$ cat config.mk
export PLATFORM = sky130hd
export DESIGN_NAME = grid_local_peak_detector_top
export DESIGN_NICKNAME = d
export VERILOG_FILES = /design/src/design/glpd_pkg.sv /design/src/design/grid_local_peak_detector_top.sv /design/src/design/glpd_ram.sv /design/src/design/glpd_regs.sv /design/src/design/glpd_ctrl.sv /design/src/design/glpd_datapath.sv
export SDC_FILE = /design/constraint.sdc
export NUM_CORES = 2
export LEC_CHECK = 0
export BUFFER_PORTS_ARGS = -buffer_cell sky130_fd_sc_hd__buf_2
export CAP_MARGIN = 0
export CORE_ASPECT_RATIO = 1.5
export CORE_MARGIN = 2
export CORE_UTILIZATION = 50
export CTS_CLUSTER_SIZE = 30
export DETAILED_ROUTE_END_ITERATION = 16
export PLACE_DENSITY = 0.67
export SETUP_SLACK_MARGIN = 0.5
export SYNTH_ARGS = -nofsm -noshare
export SYNTH_HDL_FRONTEND = slang
export SYNTH_SLANG_ARGS = --single-unit
export TNS_END_PERCENT = 30
$ cat constraint.sdc
create_clock -name clk -period 13.9 [get_ports clk]
set_input_delay 2.085 -clock clk [delete_from_list [all_inputs] [get_ports clk]]
set_output_delay 2.085 -clock clk [all_outputs]
set_load 0.01 [all_outputs]
$ cat src/design/glpd_pkg.sv
// Shared constants, types and command/status structures of the grid local peak detector.
package glpd_pkg;

  localparam int MAX_WIDTH_DEF = 32;

  localparam int PIX_W      = 16;
  localparam int ROW_W      = 12;
  localparam int PEAK_COL_W = 5;
  localparam int FW_W       = 6;
  localparam int FH_W       = 12;
  localparam int APB_DW     = 32;
  localparam int APB_AW     = 3;

  localparam logic REG_IDX_WIDTH  = 1'b0;
  localparam logic REG_IDX_HEIGHT = 1'b1;

  localparam logic [FW_W-1:0] FRAME_WIDTH_RST  = 6'd32;
  localparam logic [FH_W-1:0] FRAME_HEIGHT_RST = 12'd1;

  typedef enum logic [2:0] {
    ST_IDLE,
    ST_RD_A,
    ST_RD_B,
    ST_RD_C,
    ST_CAP,
    ST_JUDGE,
    ST_FLUSH
  } glpd_state_t;

  typedef enum logic [1:0] {
    PH_A,
    PH_B,
    PH_C
  } rd_phase_t;

  typedef struct packed {
    logic      accept;
    rd_phase_t rd_phase;
    logic      write_cur;
    logic      cap_a;
    logic      cap_b;
    logic      cap_c;
    logic      upd_marks;
    logic      emit_judge;
    logic      emit_flush;
    logic      flush_clr;
    logic      flush_inc;
    logic      retire;
  } glpd_cmd_t;

  typedef struct packed {
    logic judge_ok;
    logic do_flush;
    logic mark_bit;
    logic flush_end;
    logic out_free;
  } glpd_status_t;

endpackage

$ cat src/design/grid_local_peak_detector_top.sv
// Top level of the grid local peak detector: registers, controller and datapath.
//
// Channel | Dir | Handshake                 | Word
// pixel   | in  | pixel_valid / pixel_stall | pixel_value
// peak    | out | peak_valid / peak_stall   | peak_row, peak_col, last_of_run
// config  | in  | APB write/read            | frame_width at 0x0, frame_height at 0x4
//
// Each pixel word passes through an accept step, three reads of the line stores
// (one read port per store), a step to capture and update the last-row marks, and a judge step.
// The final pixel of a frame adds a sweep of the mark bitmap across the frame width.
// A result waiting in the output register holds the sequence only when the next result
// is ready; the register otherwise frees the input side.
// Reset is synchronous and clears the counters, store rotation and state; no clearing pass.
module grid_local_peak_detector_top
  import glpd_pkg::*;
#(
  parameter int MAX_WIDTH = MAX_WIDTH_DEF
) (
  input  logic                    clk,
  input  logic                    rst,
  input  logic                    psel,
  input  logic                    penable,
  input  logic                    pwrite,
  input  logic [APB_AW-1:0]       paddr,
  input  logic [APB_DW-1:0]       pwdata,
  output logic [APB_DW-1:0]       prdata,
  output logic                    pready,
  input  logic                    pixel_valid,
  output logic                    pixel_stall,
  input  logic signed [PIX_W-1:0] pixel_value,
  output logic                    peak_valid,
  input  logic                    peak_stall,
  output logic [ROW_W-1:0]        peak_row,
  output logic [PEAK_COL_W-1:0]   peak_col,
  output logic                    last_of_run
);

  logic [FW_W-1:0] frame_width;
  logic [FH_W-1:0] frame_height;
  glpd_cmd_t       cmd;
  glpd_status_t    status;

  glpd_regs u_regs (
    .clk          (clk),
    .rst          (rst),
    .psel         (psel),
    .penable      (penable),
    .pwrite       (pwrite),
    .paddr        (paddr),
    .pwdata       (pwdata),
    .prdata       (prdata),
    .pready       (pready),
    .frame_width  (frame_width),
    .frame_height (frame_height)
  );

  glpd_ctrl u_ctrl (
    .clk         (clk),
    .rst         (rst),
    .pixel_valid (pixel_valid),
    .pixel_stall (pixel_stall),
    .status      (status),
    .cmd         (cmd)
  );

  glpd_datapath #(
    .MAX_WIDTH (MAX_WIDTH)
  ) u_datapath (
    .clk          (clk),
    .rst          (rst),
    .pixel_value  (pixel_value),
    .frame_width  (frame_width),
    .frame_height (frame_height),
    .cmd          (cmd),
    .status       (status),
    .peak_stall   (peak_stall),
    .peak_valid   (peak_valid),
    .peak_row     (peak_row),
    .peak_col     (peak_col),
    .last_of_run  (last_of_run)
  );

endmodule

$ cat src/design/glpd_ram.sv
// Generic single-write, single-read RAM with registered read data.
module glpd_ram #(
  parameter int WIDTH = 16,
  parameter int DEPTH = 32
) (
  input  logic                                    clk,
  input  logic                                    wr_en,
  input  logic [((DEPTH > 1) ? $clog2(DEPTH) : 1)-1:0] wr_addr,
  input  logic [WIDTH-1:0]                        wr_data,
  input  logic [((DEPTH > 1) ? $clog2(DEPTH) : 1)-1:0] rd_addr,
  output logic [WIDTH-1:0]                        rd_data
);

  logic [WIDTH-1:0] mem [DEPTH];

  always_ff @(posedge clk) begin
    if (wr_en) begin
      mem[wr_addr] <= wr_data;
    end
    rd_data <= mem[rd_addr];
  end

endmodule

$ cat src/design/glpd_regs.sv
// APB configuration registers for frame width and frame height.
module glpd_regs
  import glpd_pkg::*;
(
  input  logic              clk,
  input  logic              rst,
  input  logic              psel,
  input  logic              penable,
  input  logic              pwrite,
  input  logic [APB_AW-1:0] paddr,
  input  logic [APB_DW-1:0] pwdata,
  output logic [APB_DW-1:0] prdata,
  output logic              pready,
  output logic [FW_W-1:0]   frame_width,
  output logic [FH_W-1:0]   frame_height
);

  logic wr_strobe;

  assign pready    = 1'b1;
  assign wr_strobe = psel && penable && pwrite && pready;

  always_ff @(posedge clk) begin
    if (rst) begin
      frame_width  <= FRAME_WIDTH_RST;
      frame_height <= FRAME_HEIGHT_RST;
    end else if (wr_strobe) begin
      unique case (paddr[2])
        REG_IDX_WIDTH:  frame_width  <= pwdata[FW_W-1:0];
        REG_IDX_HEIGHT: frame_height <= pwdata[FH_W-1:0];
        default: ;
      endcase
    end
  end

  always_comb begin
    unique case (paddr[2])
      REG_IDX_WIDTH:  prdata = APB_DW'(frame_width);
      REG_IDX_HEIGHT: prdata = APB_DW'(frame_height);
      default:        prdata = '0;
    endcase
  end

endmodule

$ cat src/design/glpd_ctrl.sv
// Controller state machine sequencing line store reads, judgement and last-row flush.
module glpd_ctrl
  import glpd_pkg::*;
(
  input  logic         clk,
  input  logic         rst,
  input  logic         pixel_valid,
  output logic         pixel_stall,
  input  glpd_status_t status,
  output glpd_cmd_t    cmd
);

  glpd_state_t state, state_next;

  always_ff @(posedge clk) begin
    if (rst) begin
      state <= ST_IDLE;
    end else begin
      state <= state_next;
    end
  end

  always_comb begin
    state_next  = state;
    cmd         = '0;
    cmd.rd_phase = PH_A;
    pixel_stall = (state != ST_IDLE);
    unique case (state)
      ST_IDLE: begin
        if (pixel_valid) begin
          cmd.accept = 1'b1;
          state_next = ST_RD_A;
        end
      end
      ST_RD_A: begin
        cmd.rd_phase  = PH_A;
        cmd.write_cur = 1'b1;
        state_next    = ST_RD_B;
      end
      ST_RD_B: begin
        cmd.rd_phase = PH_B;
        cmd.cap_a    = 1'b1;
        state_next   = ST_RD_C;
      end
      ST_RD_C: begin
        cmd.rd_phase = PH_C;
        cmd.cap_b    = 1'b1;
        state_next   = ST_CAP;
      end
      ST_CAP: begin
        cmd.cap_c     = 1'b1;
        cmd.upd_marks = 1'b1;
        state_next    = ST_JUDGE;
      end
      ST_JUDGE: begin
        if (!status.judge_ok || status.out_free) begin
          cmd.emit_judge = status.judge_ok;
          cmd.flush_clr  = 1'b1;
          if (status.do_flush) begin
            state_next = ST_FLUSH;
          end else begin
            cmd.retire = 1'b1;
            state_next = ST_IDLE;
          end
        end
      end
      ST_FLUSH: begin
        if (!status.mark_bit || status.out_free) begin
          cmd.emit_flush = status.mark_bit;
          if (status.flush_end) begin
            cmd.retire = 1'b1;
            state_next = ST_IDLE;
          end else begin
            cmd.flush_inc = 1'b1;
          end
        end
      end
      default: begin
        state_next = ST_IDLE;
      end
    endcase
  end

endmodule

$ cat src/design/glpd_datapath.sv
// Datapath with rotating line stores, neighbour compares, last-row marks and the result register.
module glpd_datapath
  import glpd_pkg::*;
#(
  parameter int MAX_WIDTH = MAX_WIDTH_DEF
) (
  input  logic                    clk,
  input  logic                    rst,
  input  logic signed [PIX_W-1:0] pixel_value,
  input  logic [FW_W-1:0]         frame_width,
  input  logic [FH_W-1:0]         frame_height,
  input  glpd_cmd_t               cmd,
  output glpd_status_t            status,
  input  logic                    peak_stall,
  output logic                    peak_valid,
  output logic [ROW_W-1:0]        peak_row,
  output logic [PEAK_COL_W-1:0]   peak_col,
  output logic                    last_of_run
);

  localparam int CW = (MAX_WIDTH > 1) ? $clog2(MAX_WIDTH) : 1;
  localparam int XW = FW_W + 1;

  logic [ROW_W-1:0]        row_count;
  logic [CW-1:0]           col_count;
  logic [1:0]              rot;

  logic signed [PIX_W-1:0] pix;
  logic [CW-1:0]           col;
  logic [ROW_W-1:0]        row;
  logic [FW_W-1:0]         w;
  logic                    is_last;

  logic signed [PIX_W-1:0] a_one, a_two, a_cur, b_one, b_cur, c_one;
  logic [MAX_WIDTH-1:0]    marks;
  logic [CW-1:0]           fidx;

  logic [FW_W-1:0]         w_eff;
  logic [FH_W-1:0]         h_eff;
  logic [CW-1:0]           c_in;
  logic                    last_in;

  logic                    has_left, has_right, row_end;
  logic [CW-1:0]           c_m1, c_m2, c_p1;
  logic [CW-1:0]           cur_addr, one_addr, two_addr;
  logic [PIX_W-1:0]        rd_data [3];
  logic [PIX_W-1:0]        one_rd, two_rd, cur_rd;

  logic                    mk_left, mk_self;
  logic [MAX_WIDTH-1:0]    in_w, above;
  logic                    any_marks, rest_marks;

  // Effective frame geometry and the position of the incoming pixel.
  always_comb begin
    if (frame_width == '0) begin
      w_eff = FW_W'(1);
    end else if (frame_width > FW_W'(MAX_WIDTH)) begin
      w_eff = FW_W'(MAX_WIDTH);
    end else begin
      w_eff = frame_width;
    end
    h_eff   = (frame_height == '0) ? FH_W'(1) : frame_height;
    c_in    = (XW'(col_count) >= XW'(w_eff)) ? CW'(w_eff - FW_W'(1)) : col_count;
    last_in = (row_count >= (h_eff - FH_W'(1)));
  end

  assign has_left  = (col != '0);
  assign has_right = ((XW'(col) + XW'(1)) < XW'(w));
  assign row_end   = ((XW'(col) + XW'(1)) == XW'(w));
  assign c_m1      = has_left ? (col - CW'(1)) : '0;
  assign c_m2      = (XW'(col) > XW'(1)) ? CW'(XW'(col) - XW'(2)) : '0;
  assign c_p1      = has_right ? CW'(XW'(col) + XW'(1)) : col;

  always_comb begin
    cur_addr = c_m1;
    one_addr = col;
    two_addr = col;
    unique case (cmd.rd_phase)
      PH_A: begin
        cur_addr = c_m1;
        one_addr = col;
      end
      PH_B: begin
        cur_addr = c_m2;
        one_addr = c_m1;
      end
      PH_C: begin
        cur_addr = c_m1;
        one_addr = c_p1;
      end
      default: ;
    endcase
  end

  // Three physical stores rotate through the current, one-above and two-above roles.
  for (genvar k = 0; k < 3; k++) begin : g_line
    logic          is_cur, is_one;
    logic [CW-1:0] rd_addr;

    assign is_cur  = (rot == 2'(k));
    assign is_one  = (rot == 2'((k + 1) % 3));
    assign rd_addr = is_cur ? cur_addr : (is_one ? one_addr : two_addr);

    glpd_ram #(
      .WIDTH (PIX_W),
      .DEPTH (MAX_WIDTH)
    ) u_line (
      .clk     (clk),
      .wr_en   (cmd.write_cur && is_cur),
      .wr_addr (col),
      .wr_data (pix),
      .rd_addr (rd_addr),
      .rd_data (rd_data[k])
    );
  end

  always_comb begin
    unique case (rot)
      2'd0: begin
        cur_rd = rd_data[0];
        one_rd = rd_data[2];
        two_rd = rd_data[1];
      end
      2'd1: begin
        cur_rd = rd_data[1];
        one_rd = rd_data[0];
        two_rd = rd_data[2];
      end
      2'd2: begin
        cur_rd = rd_data[2];
        one_rd = rd_data[1];
        two_rd = rd_data[0];
      end
      default: begin
        cur_rd = rd_data[0];
        one_rd = rd_data[2];
        two_rd = rd_data[1];
      end
    endcase
  end

  always_ff @(posedge clk) begin
    if (cmd.accept) begin
      pix     <= pixel_value;
      col     <= c_in;
      row     <= row_count;
      w       <= w_eff;
      is_last <= last_in;
    end
    if (cmd.cap_a) begin
      a_one <= $signed(one_rd);
      a_two <= $signed(two_rd);
      a_cur <= $signed(cur_rd);
    end
    if (cmd.cap_b) begin
      b_one <= $signed(one_rd);
      b_cur <= $signed(cur_rd);
    end
    if (cmd.cap_c) begin
      c_one <= $signed(one_rd);
    end
  end

  // Last-row peak marks: the left neighbour of this pixel is now complete, and so is
  // this pixel itself when it closes the row.
  assign mk_left = !(((XW'(col) > XW'(1)) && (b_cur > a_cur)) || (pix > a_cur) ||
                     ((row != '0) && (b_one > a_cur)));
  assign mk_self = !((has_left && (a_cur > pix)) || ((row != '0) && (a_one > pix)));

  always_ff @(posedge clk) begin
    if (cmd.upd_marks && is_last) begin
      if (has_left) begin
        marks[c_m1] <= mk_left;
      end
      if (row_end) begin
        marks[col] <= mk_self;
      end
    end
  end

  always_comb begin
    for (int k = 0; k < MAX_WIDTH; k++) begin
      in_w[k]  = (XW'(k) < XW'(w));
      above[k] = (XW'(k) > XW'(fidx));
    end
    any_marks  = |(marks & in_w);
    rest_marks = |(marks & in_w & above);
  end

  always_comb begin
    status.judge_ok  = (row != '0) && !(pix > a_one) &&
                       !((row > ROW_W'(1)) && (a_two > a_one)) &&
                       !(has_left && (b_one > a_one)) &&
                       !(has_right && (c_one > a_one));
    status.do_flush  = is_last && row_end;
    status.mark_bit  = marks[fidx];
    status.flush_end = ((XW'(fidx) + XW'(1)) == XW'(w));
    status.out_free  = !peak_valid || !peak_stall;
  end

  always_ff @(posedge clk) begin
    if (rst) begin
      row_count <= '0;
      col_count <= '0;
      rot       <= '0;
      fidx      <= '0;
    end else begin
      if (cmd.flush_clr) begin
        fidx <= '0;
      end else if (cmd.flush_inc) begin
        fidx <= fidx + CW'(1);
      end
      if (cmd.retire) begin
        if (row_end) begin
          col_count <= '0;
          row_count <= is_last ? '0 : (row + ROW_W'(1));
          rot       <= (rot == 2'd2) ? 2'd0 : (rot + 2'd1);
        end else begin
          col_count <= col + CW'(1);
        end
      end
    end
  end

  always_ff @(posedge clk) begin
    if (rst) begin
      peak_valid <= 1'b0;
    end else if (cmd.emit_judge || cmd.emit_flush) begin
      peak_valid <= 1'b1;
    end else if (!peak_stall) begin
      peak_valid <= 1'b0;
    end
  end

  always_ff @(posedge clk) begin
    if (cmd.emit_judge) begin
      peak_row    <= row - ROW_W'(1);
      peak_col    <= PEAK_COL_W'(col);
      last_of_run <= !(status.do_flush && any_marks);
    end else if (cmd.emit_flush) begin
      peak_row    <= row;
      peak_col    <= PEAK_COL_W'(fidx);
      last_of_run <= !rest_marks;
    end
  end

endmodule
==> results.yml <==
worst_setup_path:
  worstSetupStartpointType: "register"
  slowest_delay_ns: 0.85
  crit_chain: "or3b_2 > inv_2 > ha_1 > inv_2 > nor3_1 > nor2_1 > a22oi_2 > buf_4 > a21o_4 > buf_12 > mux4_2 > and3_1 > nor4_1 > nand3_1"
  cp-end-kind: "register"
  reg2reg_depth: 14
  crit_start: "u_ctrl.state[1]"
  required_ns: 14.55
  r2r-start: "u_ctrl.state[1]"
  cp_slowest_cell: "nor4_1"
  crit_arrival_ns: 8.28
  critPathKind: "register to register"
  crit_top_cell: "inv_2"
  critPathMaxFanout: 105
clock_tree:
  clk_latency_ns: 0.81
  path_clk_slew_ns: 0.07
  cts_tree: "yes"
  cts_hold_buf: 0
  postCtsSetupRepairBufs: 0
  cts.sinks: 1816
  root_buffer: "clkbuf_16"
  htree_levels: 4
  clock_path_buffers: 3
  cts_resized: 0
  numCtsBuffers: 163
cells_and_area:
  layout_commonest_cell: "edfxtp_1"
  finalNetCount: 5776
  n_fill_cell: 12200
  final_cell_area_um2: 85900
  area_delta_synth_final_pct: 10.9
  drive_above_1_share: 0.103
  layout_common_cells: "1722 x edfxtp_1, 583 x mux2i_1, 445 x nand2_1, 362 x a21oi_1, 302 x nor2_1"
pwr:
  ir_worst_vdd_v: 0.000127
  leakage_nw: 29.0
  power_density_nw_per_um2: 137
sta:
  period_share: 0.549
  slew_viol_final: 0
  clock.fmax_ghz: 0.131
  fin_hold_ws_ns: 0.473
  finalCriticalPeriod_ns: 7.63
  fin_skew_ns: 0.0301
  rsz0062_at_grt: "false"
  setup-tns-final_ns: 0
  slew_headroom: 0.195
  setup-violations-final: 0
  hold_viol_final: 0
  worst_pin_slew_ns: 1.21
routing:
  postRouteAntennaNets: 0
  drtPass1Iterations: 6
  num_vias: 47300
  drt-initial-drc-count: 4767
  routedWlPerCell_um: 27.0
  drc: 0
  drt_wl_total_mm: 209
  via_per_inst: 6.11
floorplan:
  start_util: 0.504
  core_um2: 154000
  ioPinCount: 111
  fp.dieH_um: 486
  rows: 176
  die_x_um: 325
  die-area_um2: 158000
synth:
  synthXorXnorAreaFrac: 0.00531
  synth_edf_count: 1722
  synth_top_family_by_area: "compound AO/OA/AOI/OAI gates"
  synthMuxAreaShare: 0.0890
  synthFlopType: "edfxtp_1"
  syn_area_per_cell_um2: 14.2
  ys_seq_area_frac: 0.692
  synth-simple-area-share: 0.0739
  synth_adder_area_share: 0.0260
  ys.warnings.count: 0
  synth_compound_area_frac: 0.0915
  postSynthRegisterBits: 1816
  netlist_area_um2: 77500
  ys_types: 90
  async_reset_ff_frac: 0
  netlist_instances: 5452
placement:
  placed_cell_area_um2: 80700
  globalplace.congestion: 0.997
  io_buffers: 67
  place.detailed.hpwl_mm: 132
grt:
  grt_pass1_wl_mm: 303
  overflow: 0
  grt_usage: 0.260
  antenna_found_initial: 7
  grt_pass1_vias: 46300
  grt_max_degree: 133
min_path:
  min_from: "u_datapath.row_count[4]"
  hp-class: "register to register"
  hold_depth: 0
run_status:
  status: "finished clean"
run:
  max_cap_violations: 0
area by class of cell:
cell class	instances	area [µm²]	share of cell area
sequential	1816	53600	0.624
tap	2047	2560	0.0298
antenna	5	12.5	0.000146
timing repair buffer	256	1790	0.0209
clock inverter	76	816	0.00949
clock buffer	220	4410	0.0513
inverter	87	327	0.00380
multi-input combinational	3233	22400	0.261
final timing paths:
kind	to	slack, ns
setup / recovery	u_datapath.g_line[2].u_line.rd_data[2]	6.27
hold / removal	u_datapath.row[4]	0.47
setup reg to reg	u_datapath.g_line[2].u_line.rd_data[2]	6.27
hold reg to reg	u_datapath.row[4]	0.47
flip-flops by register name, summed over array words and instances (netlist names), 12 cells and up:
signal                            cells
u_datapath.marks                     32
u_datapath.g_line.u_line.rd_data     48
u_datapath.pix                       16
u_datapath.a_one                     16
u_datapath.peak_row                  12
u_datapath.b_one                     16
u_datapath.a_cur                     16
u_datapath.row_count                 12
u_datapath.c_one                     16
u_datapath.b_cur                     16
u_regs.frame_height                  12
u_datapath.g_line.u_line.mem       1536
u_datapath.row                       12
u_datapath.a_two                     16
routing by layer:
layer,GRT usage,vias to the layer above,routed length [µm]
met3,0.0400,471,12600
li1,-,21300,-
met4,0.151,4,13200
met2,0.454,1836,106000
met1,0.305,23700,76900
met5,0,-,21
cells by family after synthesis:
kind of cell             after synthesis
flip-flops                          1816
AND/OR/NAND/NOR                     1243
AO/OA/AOI/OAI                       1126
multiplexers                         635
buffers and inverters                422
adder cells (fa/ha/maj)              161
XOR/XNOR                              47
other                                  2
where the power goes:
| group | switching (mW) | leakage, nW | total (mW) | internal, mW |
|---|---|---|---|---|
| registers | 0.154 | 16.3 | 6.24 | 6.09 |
| clock network | 1.98 | 2.54 | 4.48 | 2.50 |
| logic | 0.724 | 10.1 | 1.04 | 0.313 |
synthesized netlist by cell type, types with 18 or more instances:
master,number,area [µm²]
a22oi_1,99,743
mux4_2,42,946
xor2_1,18,158
edfxtp_1,1722,51700
nor4_1,55,344
o22ai_1,109,682
nor2b_1,31,194
and2_1,19,119
a21o_1,49,368
xnor2_1,29,254
clkbuf_1,240,901
dfxtp_1,94,1880
nor3_1,48,240
and3_1,44,275
nand3_1,145,726
a211oi_1,125,938
ha_1,161,2010
a21oi_1,364,1820
mux2i_1,583,5840
buf_1,31,116
nand4_1,45,282
nand2_1,446,1670
o21ai_0,167,836
inv_1,83,312
a221oi_1,46,403
nand2b_1,23,144
a31oi_1,32,200
buf_4,22,165
nor2_1,314,1180
or3_1,26,163
buf_2,39,195
worst max-delay path, delay by kind of cell, from the launching register on:
| kind | cells | cell delay (ns) |
|---|---|---|
| adder cells (fa/ha/maj) | 1 | 0.74 |
| buffers and inverters | 4 | 1.96 |
| multiplexers | 1 | 0.60 |
| flip-flops | 1 | 0.55 |
| AND/OR/NAND/NOR | 6 | 2.44 |
| AO/OA/AOI/OAI | 2 | 0.87 |
through the flow:
stage / cells / power, mW / utilization / worst slack (ns)
finish: 7740 / 11.8 / 0.559 / 6.27
global route: 7739 / 12.1 / 0.559 / 5.89
CTS: 7735 / 11.8 / 0.559 / 6.37
detailed placement: 7439 / 7.38 / 0.525 / 6.42
global placement: 7439 / 7.36 / 0.525 / 6.54
floorplan: 5471 / 6.91 / - / 8.88
Note: power is estimated with default switching activity, not from simulation.
